`src/mrc_pkg.sv`:
```
// shared types, constants and the crc fold for the modbus rtu response checker
// no dependencies
package mrc_pkg;

	// widths fixed by the field ranges and the parameter ranges
	localparam int unsigned WIDX_MAX_W = 6;  // word index, up to 64 words
	localparam int unsigned WANT_MAX_W = 7;  // word count, up to 64 words

	localparam logic [15:0] CRC_INIT = 16'hFFFF;
	localparam logic [15:0] CRC_POLY = 16'hA001;
	localparam logic [15:0] CRC_LSB  = 16'h0001;
	localparam logic [7:0]  FC_EXC   = 8'h80;

	// status codes
	localparam logic [1:0] ST_OK  = 2'd0;
	localparam logic [1:0] ST_CRC = 2'd1;
	localparam logic [1:0] ST_EXC = 2'd2;

	// result kinds
	localparam logic KIND_WORD   = 1'b0;
	localparam logic KIND_STATUS = 1'b1;

	typedef struct packed {
		logic [7:0] rx_byte;
		logic       frame_end;
		logic [4:0] word_count;
	} in_item_t;

	typedef struct packed {
		logic        kind;
		logic [3:0]  word_index;
		logic [15:0] word_value;
		logic [1:0]  status;
		logic        last;
	} out_item_t;

	// one classified byte handed from the front to the back
	typedef struct packed {
		logic                  first;   // frame start: clear store, take want
		logic [WANT_MAX_W-1:0] want;
		logic                  wr;      // byte lands in the word store
		logic                  hi;      // high byte of its word
		logic [WIDX_MAX_W-1:0] widx;
		logic [7:0]            data;
		logic                  done;    // frame ends with this item
		logic [1:0]            status;
	} q_entry_t;

	typedef enum logic [1:0] {
		B_IDLE,
		B_READ,
		B_WORD,
		B_STAT
	} back_state_t;

	// one byte folded into the reflected crc-16
	function automatic logic [15:0] crc_fold(input logic [15:0] crc, input logic [7:0] b);
		logic [15:0] c;
		c = crc ^ {8'h00, b};
		for (int k = 0; k < 8; k++) begin
			if ((c & CRC_LSB) != 16'h0000)
				c = (c >> 1) ^ CRC_POLY;
			else
				c = c >> 1;
		end
		return c;
	endfunction

endpackage

```
`src/mrc_back.sv`:
```
// back part: keeps the word store, drains words and the status of each frame
// depends on mrc_pkg
module mrc_back #(
	parameter int unsigned MAX_WORDS = 16
) (
	input  logic               clk,
	input  logic               arst_n,
	input  logic               q_valid,
	input  mrc_pkg::q_entry_t  q_entry,
	output logic               pop,
	output logic               res_valid,
	input  logic               res_stall,
	output mrc_pkg::out_item_t res_item
);
	import mrc_pkg::*;

	localparam int unsigned IDX_W  = (MAX_WORDS > 1) ? $clog2(MAX_WORDS) : 1;
	localparam int unsigned WANT_W = $clog2(MAX_WORDS + 1);

	back_state_t        state_q;
	back_state_t        state_n;
	logic [IDX_W-1:0]   idx_q;
	logic [WANT_W-1:0]  want_q;
	logic [1:0]         status_q;
	logic [MAX_WORDS-1:0] vhi_q;
	logic [MAX_WORDS-1:0] vlo_q;
	logic [7:0]         mem_hi [MAX_WORDS];
	logic [7:0]         mem_lo [MAX_WORDS];
	logic [7:0]         rd_hi_q;
	logic [7:0]         rd_lo_q;
	logic               out_valid_q;
	out_item_t          out_q;

	logic               slot_free;
	logic [WANT_W-1:0]  want_eff;
	logic               idx_last;
	logic               load_word;
	logic               load_stat;
	logic [IDX_W-1:0]   widx;
	logic [15:0]        word;

	assign slot_free = !out_valid_q || !res_stall;
	assign want_eff  = q_entry.first ? WANT_W'(q_entry.want) : want_q;
	assign idx_last  = (WANT_W'(idx_q) + WANT_W'(1)) == want_q;
	assign widx      = IDX_W'(q_entry.widx);
	assign word      = {vhi_q[idx_q] ? rd_hi_q : 8'h00, vlo_q[idx_q] ? rd_lo_q : 8'h00};

	// next state
	always_comb begin
		state_n = state_q;
		case (state_q)
			B_IDLE: begin
				if (q_valid && q_entry.done) begin
					if (q_entry.status == ST_OK && want_eff != '0)
						state_n = B_READ;
					else
						state_n = B_STAT;
				end
			end
			B_READ: state_n = B_WORD;
			B_WORD: begin
				if (slot_free)
					state_n = idx_last ? B_STAT : B_READ;
			end
			B_STAT: begin
				if (slot_free)
					state_n = B_IDLE;
			end
			default: state_n = B_IDLE;
		endcase
	end

	// state outputs
	always_comb begin
		pop       = 1'b0;
		load_word = 1'b0;
		load_stat = 1'b0;
		case (state_q)
			B_IDLE:  pop       = q_valid;
			B_WORD:  load_word = slot_free;
			B_STAT:  load_stat = slot_free;
			default: pop       = 1'b0;
		endcase
	end

	// word store, read at the drain index
	always_ff @(posedge clk) begin
		if (pop && q_entry.wr) begin
			if (q_entry.hi)
				mem_hi[widx] <= q_entry.data;
			else
				mem_lo[widx] <= q_entry.data;
		end
		rd_hi_q <= mem_hi[idx_q];
		rd_lo_q <= mem_lo[idx_q];
	end

	// control state, valid bits cleared at frame start
	always_ff @(posedge clk or negedge arst_n) begin
		if (!arst_n) begin
			state_q  <= B_IDLE;
			idx_q    <= '0;
			want_q   <= '0;
			status_q <= ST_OK;
			vhi_q    <= '0;
			vlo_q    <= '0;
		end else begin
			state_q <= state_n;
			if (pop) begin
				if (q_entry.first) begin
					want_q <= WANT_W'(q_entry.want);
					vhi_q  <= '0;
					vlo_q  <= '0;
				end
				if (q_entry.wr) begin
					if (q_entry.hi)
						vhi_q[widx] <= 1'b1;
					else
						vlo_q[widx] <= 1'b1;
				end
				if (q_entry.done) begin
					status_q <= q_entry.status;
					idx_q    <= '0;
				end
			end
			if (load_word && !idx_last)
				idx_q <= idx_q + IDX_W'(1);
		end
	end

	// output register
	always_ff @(posedge clk or negedge arst_n) begin
		if (!arst_n)
			out_valid_q <= 1'b0;
		else if (load_word || load_stat)
			out_valid_q <= 1'b1;
		else if (!res_stall)
			out_valid_q <= 1'b0;
	end

	always_ff @(posedge clk) begin
		if (load_word) begin
			out_q.kind       <= KIND_WORD;
			out_q.word_index <= 4'(idx_q);
			out_q.word_value <= word;
			out_q.status     <= ST_OK;
			out_q.last       <= 1'b0;
		end else if (load_stat) begin
			out_q.kind       <= KIND_STATUS;
			out_q.word_index <= 4'd0;
			out_q.word_value <= 16'h0000;
			out_q.status     <= status_q;
			out_q.last       <= 1'b1;
		end
	end

	assign res_valid = out_valid_q;
	assign res_item  = out_q;

endmodule
```
`config.mk`:
```
export PLATFORM = sky130hd
export DESIGN_NAME = mrc_back
export DESIGN_NICKNAME = d
export VERILOG_FILES = /design/src/mrc_pkg.sv /design/src/mrc_back.sv
export SDC_FILE = /design/constraint.sdc
export NUM_CORES = 1
export LEC_CHECK = 0
export BUFFER_PORTS_ARGS = -buffer_cell sky130_fd_sc_hd__buf_2
export CORE_ASPECT_RATIO = 0.9
export CORE_MARGIN = 2
export CORE_UTILIZATION = 45
export CTS_BUF_LIST = sky130_fd_sc_hd__clkbuf_4
export CTS_CLUSTER_SIZE = 30
export DETAILED_ROUTE_END_ITERATION = 6
export GPL_TIMING_DRIVEN = 0
export SLEW_MARGIN = 5
export SYNTH_ARGS = -nofsm -noshare
export SYNTH_HDL_FRONTEND = slang
export SYNTH_SLANG_ARGS = --single-unit
```
`constraint.sdc`:
```
create_clock -name clk -period 2.5 [get_ports clk]
set_input_delay 0.75 -clock clk [delete_from_list [all_inputs] [get_ports clk]]
set_output_delay 0.75 -clock clk [all_outputs]
set_load 0.03 [all_outputs]
```
# Word level (Yosys, flattened, before mapping)
# Memory sizes are Yosys's and may differ from the RTL's. A register that Yosys moved wholly into a read port is not among the register bits.
# Cells that the tools add are included.
totals:
  ff_bits: 69
  out_inout_bits: 26
  ramBits: 256
  mem_count: 2
  in_bits: 31
classes:
  n_lt_le_gt_ge: 3
  bitwise_logic: 2
  n_addsub: 2
  reduce_logical: 19
  muxes: 39
  n_eq_ne: 8
memory_table:
  columns: ["memory", "words", "word_bits", "read_ports", "rd_ports_with_merged_regs", "write_ports", "line", "rtl"]
  rows:
  - ["mem_hi", 16, 8, 1, 1, 1, "mrc_back.sv:27", "logic [7:0] mem_hi [MAX_WORDS];"]
  - ["mem_lo", 16, 8, 1, 1, 1, "mrc_back.sv:28", "logic [7:0] mem_lo [MAX_WORDS];"]
ops:
  columns: ["cell", "n"]
  rows:
  - ["16-bit 2-to-1 mux", 8]
  - ["23-bit 2-to-1 mux", 2]
  - ["16-bit OR", 2]
  - ["8-bit 2-to-1 mux", 2]
  - ["1-bit 2-to-1 mux", 14]
  - ["4-bit 2-to-1 mux", 3]
  - ["4-bit by 5-bit < comparator with 1-bit output (second input constant)", 2]
  - ["2-bit 2-to-1 mux", 5]
  - ["1-bit binary-select mux with 4-bit select", 2]
  - ["2-bit case mux with 4 select lines", 1]
  - ["2-bit != test (second input constant)", 3]
  - ["2-bit nonzero test", 3]
  - ["4-bit by 1-bit adder with 5-bit output (second input constant)", 1]
  - ["5-bit == test", 1]
  - ["1-bit logical AND", 5]
  - ["5-bit 2-to-1 mux", 1]
  - ["5-bit nonzero test", 1]
  - ["4-bit by 1-bit adder with 4-bit output (second input constant)", 1]
  - ["1-bit demux with 4-bit select", 1]
  - ["2-bit == test (second input constant)", 2]
  - ["4-bit by 1-bit >= comparator with 1-bit output (second input constant)", 1]
  - ["2-bit zero test", 2]
  - ["2-bit AND reduction", 2]
  - ["1-bit zero test", 3]
  - ["other kinds (4)", 5]

# Longest topological paths before layout
# Gate-level depths: netlist of the first run.
depth:
  depth_word: 7
  depth_mapped: 7
  mapped_depth_nobuf: 6

# Worst setup path before layout of the first run
# Ideal clock, no wire load.
synth_path:
  path_kind: "input to register"
  startpoint: "input port res_stall"
  endpoint: "register out_q (netlist bit res_item[10]) (data pin)"
  arrival_time_ns: 1.946
  cell_stages: 6
  setup_ns: 0.132
  path_slack_ns: 0.422
  cell_sequence: "a21bo_2 > buf_2 > nor2_1 > nand2_1 > o22ai_1 > and2_1"
synth_via:
  elab_chain_cells: 4
synth_rtl:
  columns: ["item", "line", "rtl"]
  rows:
  - ["start, declared", "mrc_back.sv:12", "input logic res_stall,"]
  - ["1-bit zero test", null, null]
  - ["1-bit logical OR", "mrc_back.sv:42", "assign slot_free = !out_valid_q || !res_stall;"]
  - ["1-bit 2-to-1 mux", "mrc_back.sv:78", "case (state_q)"]
  - ["23-bit 2-to-1 mux", "mrc_back.sv:142", "if (load_word) begin"]
  - ["end, declared", "mrc_back.sv:32", "out_item_t out_q;"]
# Every way passes these cells.
# A chain may end at the register's enable or synchronous reset.

# Final worst setup path of the first run
layout_path:
  startpoint: "register state_q[1]"
  endpoint: "output port pop"
layout_via:
  elab_chain_cells: 2
layout_rtl:
  columns: ["item", "line", "rtl"]
  rows:
  - ["start, declared", "mrc_back.sv:20", "back_state_t state_q;"]
  - ["start signal, assigned", "mrc_back.sv:108", "state_q <= state_n;"]
  - ["2-bit zero test", "mrc_back.sv:78", null]
  - ["1-bit 2-to-1 mux", "mrc_back.sv:78", null]
  - ["end, declared", "mrc_back.sv:10", "output logic pop,"]
# Every way passes these cells.

==> flow_metrics.py, run 1 <==
metrics = {
    "status": {
        "status": "finished clean",
    },
    "route": {
        "highest_layer": "met4",
        "wl_met3_mm": 2.43,
        "drcViolationCount": 0,
        "viasPerCell": 5.50,
        "drtAntennaViolNets": 0,
        "via_count": 6755,
        "drtIter0Drc": 591,
        "wl_met1_mm": 12.7,
        "wl_per_cell_um": 23.1,
        "wl_met2_mm": 12.9,
        "finalWirelength_mm": 28.4,
        "drtPass1Iterations": 5,
    },
    "synthesis": {
        "yosys.area.top_type": "edfxtp_1",
        "synth_edf_count": 276,
        "synth_fp_nets": 687,
        "async_reset_ff_share_pct": 13.5,
        "syn_area_per_cell_um2": 20.0,
        "synth_ff_type": "edfxtp_1",
        "synthTopCellsByArea": "edfxtp_1, mux4_2, dfrtp_1",
        "ys_seq_elements": 341,
        "ys.warnings.count": 0,
        "synth_most_common_cell": "edfxtp_1",
        "synth_common_cells": "edfxtp_1, mux4_2, dfrtp_1",
        "synth_top_area_share_pct": 63.2,
        "netlist_area_um2": 13100,
        "netlist_instances": 655,
        "synthDistinctLibCells": 46,
        "ys_seq_area_share_pct": 74.9,
    },
    "clock_tree": {
        "cts_hold_buffers": 0,
        "numCtsBuffers": 84,
        "path_clk_slew_ns": 0.07,
        "cts_root_buf": "clkbuf_4",
        "clkLatencyLatePin_ns": 0.69,
        "cts.sinks": 341,
        "cts_tree": "yes",
        "cts.htree.levels": 3,
        "clock_path_buffers": 3,
    },
    "final_layout": {
        "seqCellArea_um2": 9820,
        "multi_input_comb_area_um2": 3160,
        "drive_gt1_share_pct": 37.6,
        "nNetsFinal": 826,
        "fillCellCount": 2308,
        "postLayoutCoreUtil_pct": 52.1,
        "synthToLayoutAreaGrowth_pct": 14.4,
    },
    "timing": {
        "finClkSkew_ns": 0.0397,
        "worstMarginPinSlew_ns": 1.06,
        "hold_violations": 0,
        "final.period_utilization_pct": 96.1,
        "rsz0062_at_grt": "false",
        "final_max_slew_viol_count": 0,
        "slew_headroom_pct": 29.2,
        "setup-violations-final": 0,
        "fmax_ghz": 0.416,
        "min_period_ns": 2.40,
    },
    "floorplan": {
        "die_width_um": 184,
        "io_pins": 57,
        "num_rows": 59,
        "die_h_um": 166,
        "initial_utilization_pct": 45.5,
        "core_um2": 28800,
        "die_area_um2": 30500,
    },
    "worst_hold_path": {
        "hold_path.class": "in -> async",
    },
    "placed_design": {
        "port_buffers": 52,
        "gp_congestion": 0.796,
        "hpwl_mm": 18.3,
    },
    "global_route": {
        "grt_max_degree": 47,
        "antenna_found_initial": 1,
        "grt.overflow.total": 0,
        "grt_pass1_wl_mm": 43.0,
        "grt_pass1_vias": 7060,
        "grt_usage_pct": 19.4,
    },
    "worst_setup_path": {
        "critPathKind": "reg -> out",
        "path_max_fanout": 6,
        "crit_arrival_ns": 1.65,
        "end_kind": "output pin",
        "cp-start-kind": "register",
        "cp.required_ns": 1.75,
    },
    "pwr": {
        "cellPowerDensity_nw_per_um2": 1030,
        "ir_drop_mv": 0.365,
        "power.leakage_nw": 5.34,
        "finalPower_mw": 15.4,
    },
    "flow_run": {
        "cap_violations": 0,
    },
}
==> per-stage QoR <==
step                worst slack [ns]  hold slack, ns  setup TNS, ns  std cells  instance area, µm²
floorplan                      0.422           0.444              0        655               13100
global route                0.000719           0.253              0       1229               15000
finish                        0.0985           0.246              0       1229               15000
global placement              -0.239           0.437         -22.02       1073               13800
detailed placement            -0.358           0.451         -47.81       1073               13800
CTS                           0.0254           0.244              0       1226               15000
==> sequential cells by signal (all words and copies together) (netlist names) <==
signal and cells:
status_q 2, state_q 2, res_valid 1, rd_hi_q 8, vlo_q 16, mem_lo 128
vhi_q 16, res_item 23, rd_lo_q 8, idx_q 4, want_q 5, mem_hi 128
==> worst max-delay path, cell delays in order, from the launching register on <==
cell and delay, ns:
dfrtp_1 0.43, nor2_4 0.18, and2_1 0.16, buf_2 0.20
==> cells by family after synthesis <==
kind of cell,count (synthesis),share of synthesized area (%)
buffers and inverters,36,1.62
AOI/OAI and AO/OA,51,2.62
muxes,99,16.0
adders and majority gates,1,0.0954
and+or+nand+nor,121,4.31
xor gates and xnor gates,6,0.401
DFF,341,74.9
==> metal layers <==
metal / global-route usage, % / vias to the layer above
met5: 0 / -
met4: 6.05 / 0
met2: 28.6 / 275
met3: 5.79 / 35
met1: 28.2 / 3488
li1: - / 2957
==> cell type report <==
class                      count  area share (%)
multi-input combinational    278            21.1
buffer                        31            1.35
clock buffer                 126            6.31
inverter                       4           0.100
timing repair buffer          54            1.84
antenna                        1          0.0167
clock inverter                28           0.801
sequential                   341            65.5
tap                          366            3.05
==> layout by cell type (no fill, tap or decap), types with 2 or more instances in the layout <==
| master | Yosys | routed |
|---|---|---|
| edfxtp_1 | 276 | 276 |
| clkbuf_4 | 0 | 126 |
| mux4_2 | 87 | 87 |
| buf_2 | 3 | 57 |
| dfrtp_1 | 46 | 45 |
| nand2_1 | 39 | 39 |
| clkinv_1 | 0 | 21 |
| nor2_1 | 38 | 20 |
| o21ai_0 | 20 | 20 |
| and2_1 | 19 | 19 |
| dfxtp_1 | 19 | 19 |
| a21o_1 | 17 | 17 |
| nor2_2 | 0 | 13 |
| clkbuf_1 | 17 | 11 |
| nor2b_1 | 6 | 6 |
| mux2_2 | 6 | 6 |
| clkbuf_2 | 0 | 5 |
| buf_4 | 3 | 5 |
| mux2i_1 | 5 | 5 |
| nor2_4 | 0 | 5 |
| nand3_1 | 6 | 5 |
| buf_6 | 4 | 4 |
| inv_1 | 4 | 4 |
| nand2b_1 | 3 | 3 |
| xor2_1 | 3 | 3 |
| xnor2_1 | 3 | 3 |
| inv_2 | 0 | 3 |
| buf_12 | 2 | 2 |
| a31o_2 | 2 | 2 |
| a21boi_0 | 2 | 2 |
| clkinv_4 | 0 | 2 |
==> power by group <==
group | internal [mW] | switching [mW]
registers | 6.65 | 0.221
clock network | 2.32 | 2.17
logic | 1.84 | 2.23
total | 10.8 | 4.61
==> what timing repair did <==
action | in CTS | in global routing
buffers inserted | 0 | 2
endpoints found under the setup margin | 266 | 66
resized for setup | 28 | 7
pin swaps | 0 | 0
==> worst paths after layout <==
| kind | start | end | slack, ns | depth (start not counted) |
|---|---|---|---|---|
| max | state_q[1] | pop | 0.1 | 3 |
| min | arst_n | vhi_q[4] | 0.25 | 1 |
| max reg2reg | state_q[1] | mem_lo[8][6] | 0.12 | 5 |
| min reg2reg | res_item[1] | res_item[1] | 0.46 | 2 |
| max in group asynchronous | arst_n | state_q[0] | 1.54 | 1 |
| min in group clk | q_entry[1] | status_q[1] | 0.29 | 3 |
(Power assumes the default switching activity.)
==> run 2: changes to the inputs <==
--- a/config.mk
+++ b/config.mk
@@ -5,6 +5,7 @@
 export SDC_FILE = /design/constraint.sdc
 export NUM_CORES = 1
 export LEC_CHECK = 0
+export ABC_AREA = 1
 export BUFFER_PORTS_ARGS = -buffer_cell sky130_fd_sc_hd__buf_2
 export CORE_ASPECT_RATIO = 0.9
 export CORE_MARGIN = 2
==> flow_metrics.py, run 2 <==
metrics = {
    "status": {
        "status": "finished clean",
    },
    "timing": {
        "final.setup.tns_ns": 0,
        "fmax_ghz": 0.420,
        "worstMarginPinSlew_ns": 1.07,
        "final_max_slew_viol_count": 0,
        "rsz0062_at_grt": "false",
        "finClkSkew_ns": 0.0397,
        "slew_headroom_pct": 28.5,
        "final.period_utilization_pct": 95.2,
        "setup-violations-final": 0,
        "min_period_ns": 2.38,
        "setup_ws_ns": 0.119,
        "hold_violations": 0,
    },
    "worst_setup_path": {
        "path_delay_family": "flip-flops",
        "reg2reg_depth": 6,
        "max_stage_delay_ns": 0.42,
        "end_kind": "output pin",
        "timing.critical_path.buf_inv": 3,
        "slowest_stage": "dfrtp_2",
        "r2r_start": "state_q[1]",
        "cpMostUsedCell": "buf_6",
        "cp_cell_sequence": "nor2_4 -> nand2_4 -> inv_6 -> buf_6 -> buf_6",
        "crit_arrival_ns": 1.63,
        "r2r-end": "mem_lo[14][7]",
        "cp-start-kind": "register",
        "critPathKind": "reg -> out",
        "path_max_fanout": 3,
        "cp.required_ns": 1.75,
        "r2r_slack_ns": 0.14,
    },
    "placed_design": {
        "gp_congestion": 0.881,
        "hpwl_mm": 25.6,
        "pre_cts_ws_ns": -0.385,
        "port_buffers": 51,
    },
    "floorplan": {
        "num_rows": 60,
        "initial_utilization_pct": 45.8,
        "io_pins": 57,
        "die_area_um2": 31800,
        "die_h_um": 169,
        "die_width_um": 188,
        "core_um2": 29900,
    },
    "final_layout": {
        "postLayoutCoreUtil_pct": 52.5,
        "fillCellCount": 2704,
        "layout_common_cells": "edfxtp_1, nor2_1, o21ai_0",
        "multi_input_comb_area_um2": 3310,
        "seqCellArea_um2": 9820,
        "drive_gt1_share_pct": 21.6,
        "nNetsFinal": 1266,
        "synthToLayoutAreaGrowth_pct": 14.5,
        "final_common_cell": "edfxtp_1",
    },
    "pwr": {
        "finalPower_mw": 17.4,
        "seqPwrFrac_pct": 39.2,
        "clock_power_share_pct": 27.4,
        "pwr-share-comb_pct": 33.4,
        "p_int_mw": 10.8,
        "cellPowerDensity_nw_per_um2": 1110,
        "ir_drop_mv": 0.474,
        "swShare_pct": 37.7,
        "switching_power_mw": 6.56,
        "power.leakage_nw": 5.59,
    },
    "synthesis": {
        "synth_most_common_cell": "edfxtp_1",
        "synth_ff_type": "edfxtp_1",
        "synth_fp_nets": 1119,
        "ys_seq_area_share_pct": 71.7,
        "synthDistinctLibCells": 31,
        "ys.warnings.count": 0,
        "syn_area_per_cell_um2": 12.6,
        "synth_edf_count": 276,
        "synthTopCellsByArea": "edfxtp_1, dfrtp_1, o21ai_0",
        "synth_common_cells": "edfxtp_1, nor2_1, o21ai_0",
        "netlist_instances": 1087,
        "synth_top_area_share_pct": 60.6,
        "ys_seq_elements": 341,
        "netlist_area_um2": 13700,
        "yosys.area.top_type": "edfxtp_1",
        "async_reset_ff_share_pct": 13.5,
    },
    "clock_tree": {
        "cts_tree": "yes",
        "path_clk_slew_ns": 0.07,
        "cts.htree.levels": 3,
        "numCtsBuffers": 88,
        "cts_hold_buffers": 0,
        "cts_root_buf": "clkbuf_4",
        "clkLatencyLatePin_ns": 0.70,
        "cts.sinks": 341,
        "clock_path_buffers": 3,
    },
    "route": {
        "via_count": 9694,
        "drtAntennaViolNets": 0,
        "finalWirelength_mm": 39.1,
        "drtIter0Drc": 1200,
        "wl_per_cell_um": 22.9,
        "drcViolationCount": 0,
        "drtPass1Iterations": 6,
        "viasPerCell": 5.68,
    },
    "global_route": {
        "grt_pass1_vias": 9451,
        "antenna_found_initial": 1,
        "grt_pass1_wl_mm": 58.1,
        "grt_max_degree": 47,
        "grt_usage_pct": 24.9,
        "grt.overflow.total": 0,
    },
    "worst_hold_path": {
        "hold_path.class": "in -> async",
    },
    "flow_run": {
        "cap_violations": 0,
    },
}
==> run 2: cell count changes in the layout (fill, tap and decap cells not counted), sizes merged, moves of 36 or more <==
cell    previous run  this run
mux4              88         0
o21ai             20       186
nor2              38       181
inv                7        43
nand2             39        86
o221ai             0        43
==> run 2: worst max path at each step <==
stage               start             to  slack (ns)  cells past startpoint
2_1_floorplan   res_stall   res_item[10]        0.28                      3
3_3_place_gp    res_stall    res_item[3]       -0.44                      4
3_5_place_dp      q_valid  mem_lo[10][6]       -0.38                      7
4_1_cts        state_q[0]            pop       -0.02                      6
5_1_grt        state_q[1]   mem_lo[8][0]        0.03                      6
6_report       state_q[1]            pop        0.12                      5
==> run 2: repair_timing <==
action	CTS	global route
resized for setup	11	4
pin swaps	2	2
endpoints found under the setup margin	113	55
buffers inserted	6	0
==> run 2: logic make-up (layout without fill, tap and decap cells) <==
kind of cell,Yosys count,in the layout,share of synthesized area (%)
buffers and inverters,113,328,4.27
adder cells (fa/ha/maj),1,1,0.0914
AO/OA/AOI/OAI,321,321,14.2
AND/OR/NAND/NOR,311,311,9.74
flip-flops,341,341,71.7
other,0,1,0
==> run 2: cell type report <==
cell class / instances / share of cell area, %
Antenna cell: 1 / 0.0160
Buffer: 71 / 2.71
Clock buffer: 132 / 6.32
Clock inverter: 26 / 0.878
Inverter: 41 / 1.03
Multi-Input combinational cell: 633 / 21.1
Sequential cell: 341 / 62.7
Tap cell: 403 / 3.22
Timing Repair Buffer: 58 / 2.05
==> run 2: metrics by stage <==
| stage | instances | cell area [µm²] | hold slack, ns |
|---|---|---|---|
| final | 1706 | 15700 | 0.252 |
| after global routing | 1706 | 15700 | 0.308 |
| after CTS | 1706 | 15700 | 0.242 |
| after detailed placement | 1542 | 14500 | 0.461 |
| after global placement | 1541 | 14400 | 0.456 |
| after floorplan | 1087 | 13700 | 0.454 |
==> run 2: routing by layer <==
| metal | track usage (%) | wire length [µm] | up-vias |
|---|---|---|---|
| li1 | - | - | 4350 |
| met1 | 34.8 | 16400 | 4703 |
| met2 | 37.1 | 17300 | 551 |
| met3 | 7.05 | 4350 | 90 |
| met4 | 9.55 | 1010 | 0 |
| met5 | 0 | 0 | - |
==> run 2: power groups by stage <==
stage	combinational, mW	clock [mW]	sequential [mW]
after detailed placement	5.58	0	6.95
after floorplan	3.21	0	7.21
after global routing	6.20	5.11	6.87
final	5.81	4.78	6.82
after global placement	5.51	0	6.94
after CTS	5.69	4.84	6.82
==> run 3: changes to the inputs <==
--- a/config.mk
+++ b/config.mk
@@ -9,7 +9,7 @@
 export BUFFER_PORTS_ARGS = -buffer_cell sky130_fd_sc_hd__buf_2
 export CORE_ASPECT_RATIO = 0.9
 export CORE_MARGIN = 2
-export CORE_UTILIZATION = 45
+export CORE_UTILIZATION = 35
 export CTS_BUF_LIST = sky130_fd_sc_hd__clkbuf_4
 export CTS_CLUSTER_SIZE = 30
 export DETAILED_ROUTE_END_ITERATION = 6
==> flow_metrics.py, run 3 (same netlist as run 2, synthesis figures left out) <==
metrics = {
    "worst_setup_path": {
        "path_delay_family": "flip-flops",
        "cpMostUsedCell": "buf_6",
        "slowest_stage": "dfrtp_1",
        "max_stage_delay_ns": 0.41,
        "critPathKind": "reg -> out",
        "timing.critical_path.buf_inv": 3,
        "end_kind": "output pin",
        "cp_cell_sequence": "nor2_4 -> nand2_4 -> inv_8 -> buf_6 -> buf_6",
        "cp.required_ns": 1.75,
        "cp-start-kind": "register",
        "r2r_start": "state_q[1]",
        "setup.worst_path.start": "state_q[1]",
        "crit_arrival_ns": 1.68,
        "path_max_fanout": 4,
    },
    "floorplan": {
        "core_um2": 38500,
        "initial_utilization_pct": 35.6,
        "num_rows": 68,
        "die_area_um2": 40700,
        "die_h_um": 192,
        "io_pins": 57,
        "die_width_um": 212,
    },
    "final_layout": {
        "layout_common_cells": "edfxtp_1, nor2_1, o21ai_0",
        "fin_area_um2": 15900,
        "final_common_cell": "edfxtp_1",
        "drive_gt1_share_pct": 22.1,
        "nNetsFinal": 1269,
        "postLayoutCoreUtil_pct": 41.2,
        "synthToLayoutAreaGrowth_pct": 15.9,
    },
    "timing": {
        "hold_violations": 0,
        "setup_ws_ns": 0.0697,
        "rsz0062_at_grt": "false",
        "holdWs_ns": 0.204,
        "final_max_slew_viol_count": 0,
        "finClkSkew_ns": 0.0744,
        "setup-violations-final": 0,
        "worstMarginPinSlew_ns": 1.10,
        "slew_headroom_pct": 26.4,
        "min_period_ns": 2.43,
        "fmax_ghz": 0.411,
        "final.period_utilization_pct": 97.2,
        "final.setup.tns_ns": 0,
    },
    "worst_hold_path": {
        "hold_path.class": "in -> async",
    },
    "route": {
        "viasPerCell": 5.31,
        "via_count": 9720,
        "finalWirelength_mm": 40.3,
        "drcViolationCount": 0,
        "drtIter0Drc": 1114,
        "wl_per_cell_um": 22.0,
        "drtPass1Iterations": 5,
        "drtAntennaViolNets": 0,
    },
    "global_route": {
        "grt.overflow.total": 0,
        "grt_pass1_wl_mm": 59.2,
        "antenna_found_initial": 2,
        "grt_pass1_vias": 9387,
        "grt_usage_pct": 20.0,
        "grt_max_degree": 47,
    },
    "pwr": {
        "cellPowerDensity_nw_per_um2": 1110,
        "power.leakage_nw": 5.63,
        "ir_drop_mv": 0.427,
    },
    "clock_tree": {
        "cts_root_buf": "clkbuf_4",
        "cts_tree": "yes",
        "clkLatencyLatePin_ns": 0.77,
        "numCtsBuffers": 89,
        "clock_path_buffers": 3,
        "path_clk_slew_ns": 0.07,
        "cts.htree.levels": 3,
        "cts.sinks": 341,
    },
    "status": {
        "status": "finished clean",
    },
    "placed_design": {
        "gp_congestion": 0.880,
        "placed_cell_area_um2": 14600,
        "port_buffers": 51,
        "pre_cts_ws_ns": -0.366,
        "hpwl_mm": 26.2,
    },
    "flow_run": {
        "cap_violations": 0,
    },
}
==> run 3: cell count changes in the layout (fill, tap and decap cells not counted), moves of 3 or more <==
cell / before / now
clkinv_1: 17 / 9
nor2_2: 8 / 5
nor2_1: 171 / 174
clkbuf_4: 132 / 143
==> run 3: stage by stage <==
step           total power [mW]  instances
2_1_floorplan              10.4       1087
3_3_place_gp               12.5       1663
3_5_place_dp               12.6       1664
4_1_cts                    17.5       1832
5_1_grt                    18.4       1832
6_report                   17.6       1832
==> run 3: where the power goes <==
group          switching (mW)  leakage [nW]  internal [mW]  total [mW]
logic                    4.21          1.65           1.67        5.88
clock network            2.27         0.701           2.59        4.86
registers               0.150          3.27           6.67        6.82
==> run 3: repair_timing <==
action,CTS,global route
hold buffers,0,0
setup endpoints to repair,89,25
setup buffers,7,0
resized for setup,10,2
cloned,1,0
pin swaps,2,2
==> run 3: final cells by class <==
class,count,area [µm²]
clock inverter,17,85.1
antenna,1,2.50
sequential,341,9820
inverter,41,164
timing repair buffer,60,334
clock buffer,143,1070
buffer,71,424
fill,3711,22600
tap,525,657
multi-input combinational,633,3300
==> run 3: layer usage <==
metal	up-vias	GRT usage (%)	share of wire, %	wire (µm)
met3	89	5.90	11	4520
met4	2	7.40	2.8	1120
li1	4360	-	-	-
met1	4732	27.4	41	16600
met5	-	0	0.032	13
met2	537	30.1	45	18000
==> run 3: final timing paths <==
check / slack (ns) / cells after the start / to
setup reg to reg: 0.19 / 6 / mem_lo[5][3]
hold reg to reg: 0.48 / 2 / res_item[0]
setup / recovery: 0.07 / 5 / pop
min in group clk: 0.30 / 3 / status_q[1]
max in group asynchronous: 1.57 / 1 / vhi_q[1]
hold / removal: 0.20 / 1 / vlo_q[11]
==> run 3: worst reg2reg max path, delay by kind of cell, from the launching register on <==
kind,cells,cell delay (ns)
buffers and inverters,2,0.33
DFF,1,0.41
and+or+nand+nor,4,1.15
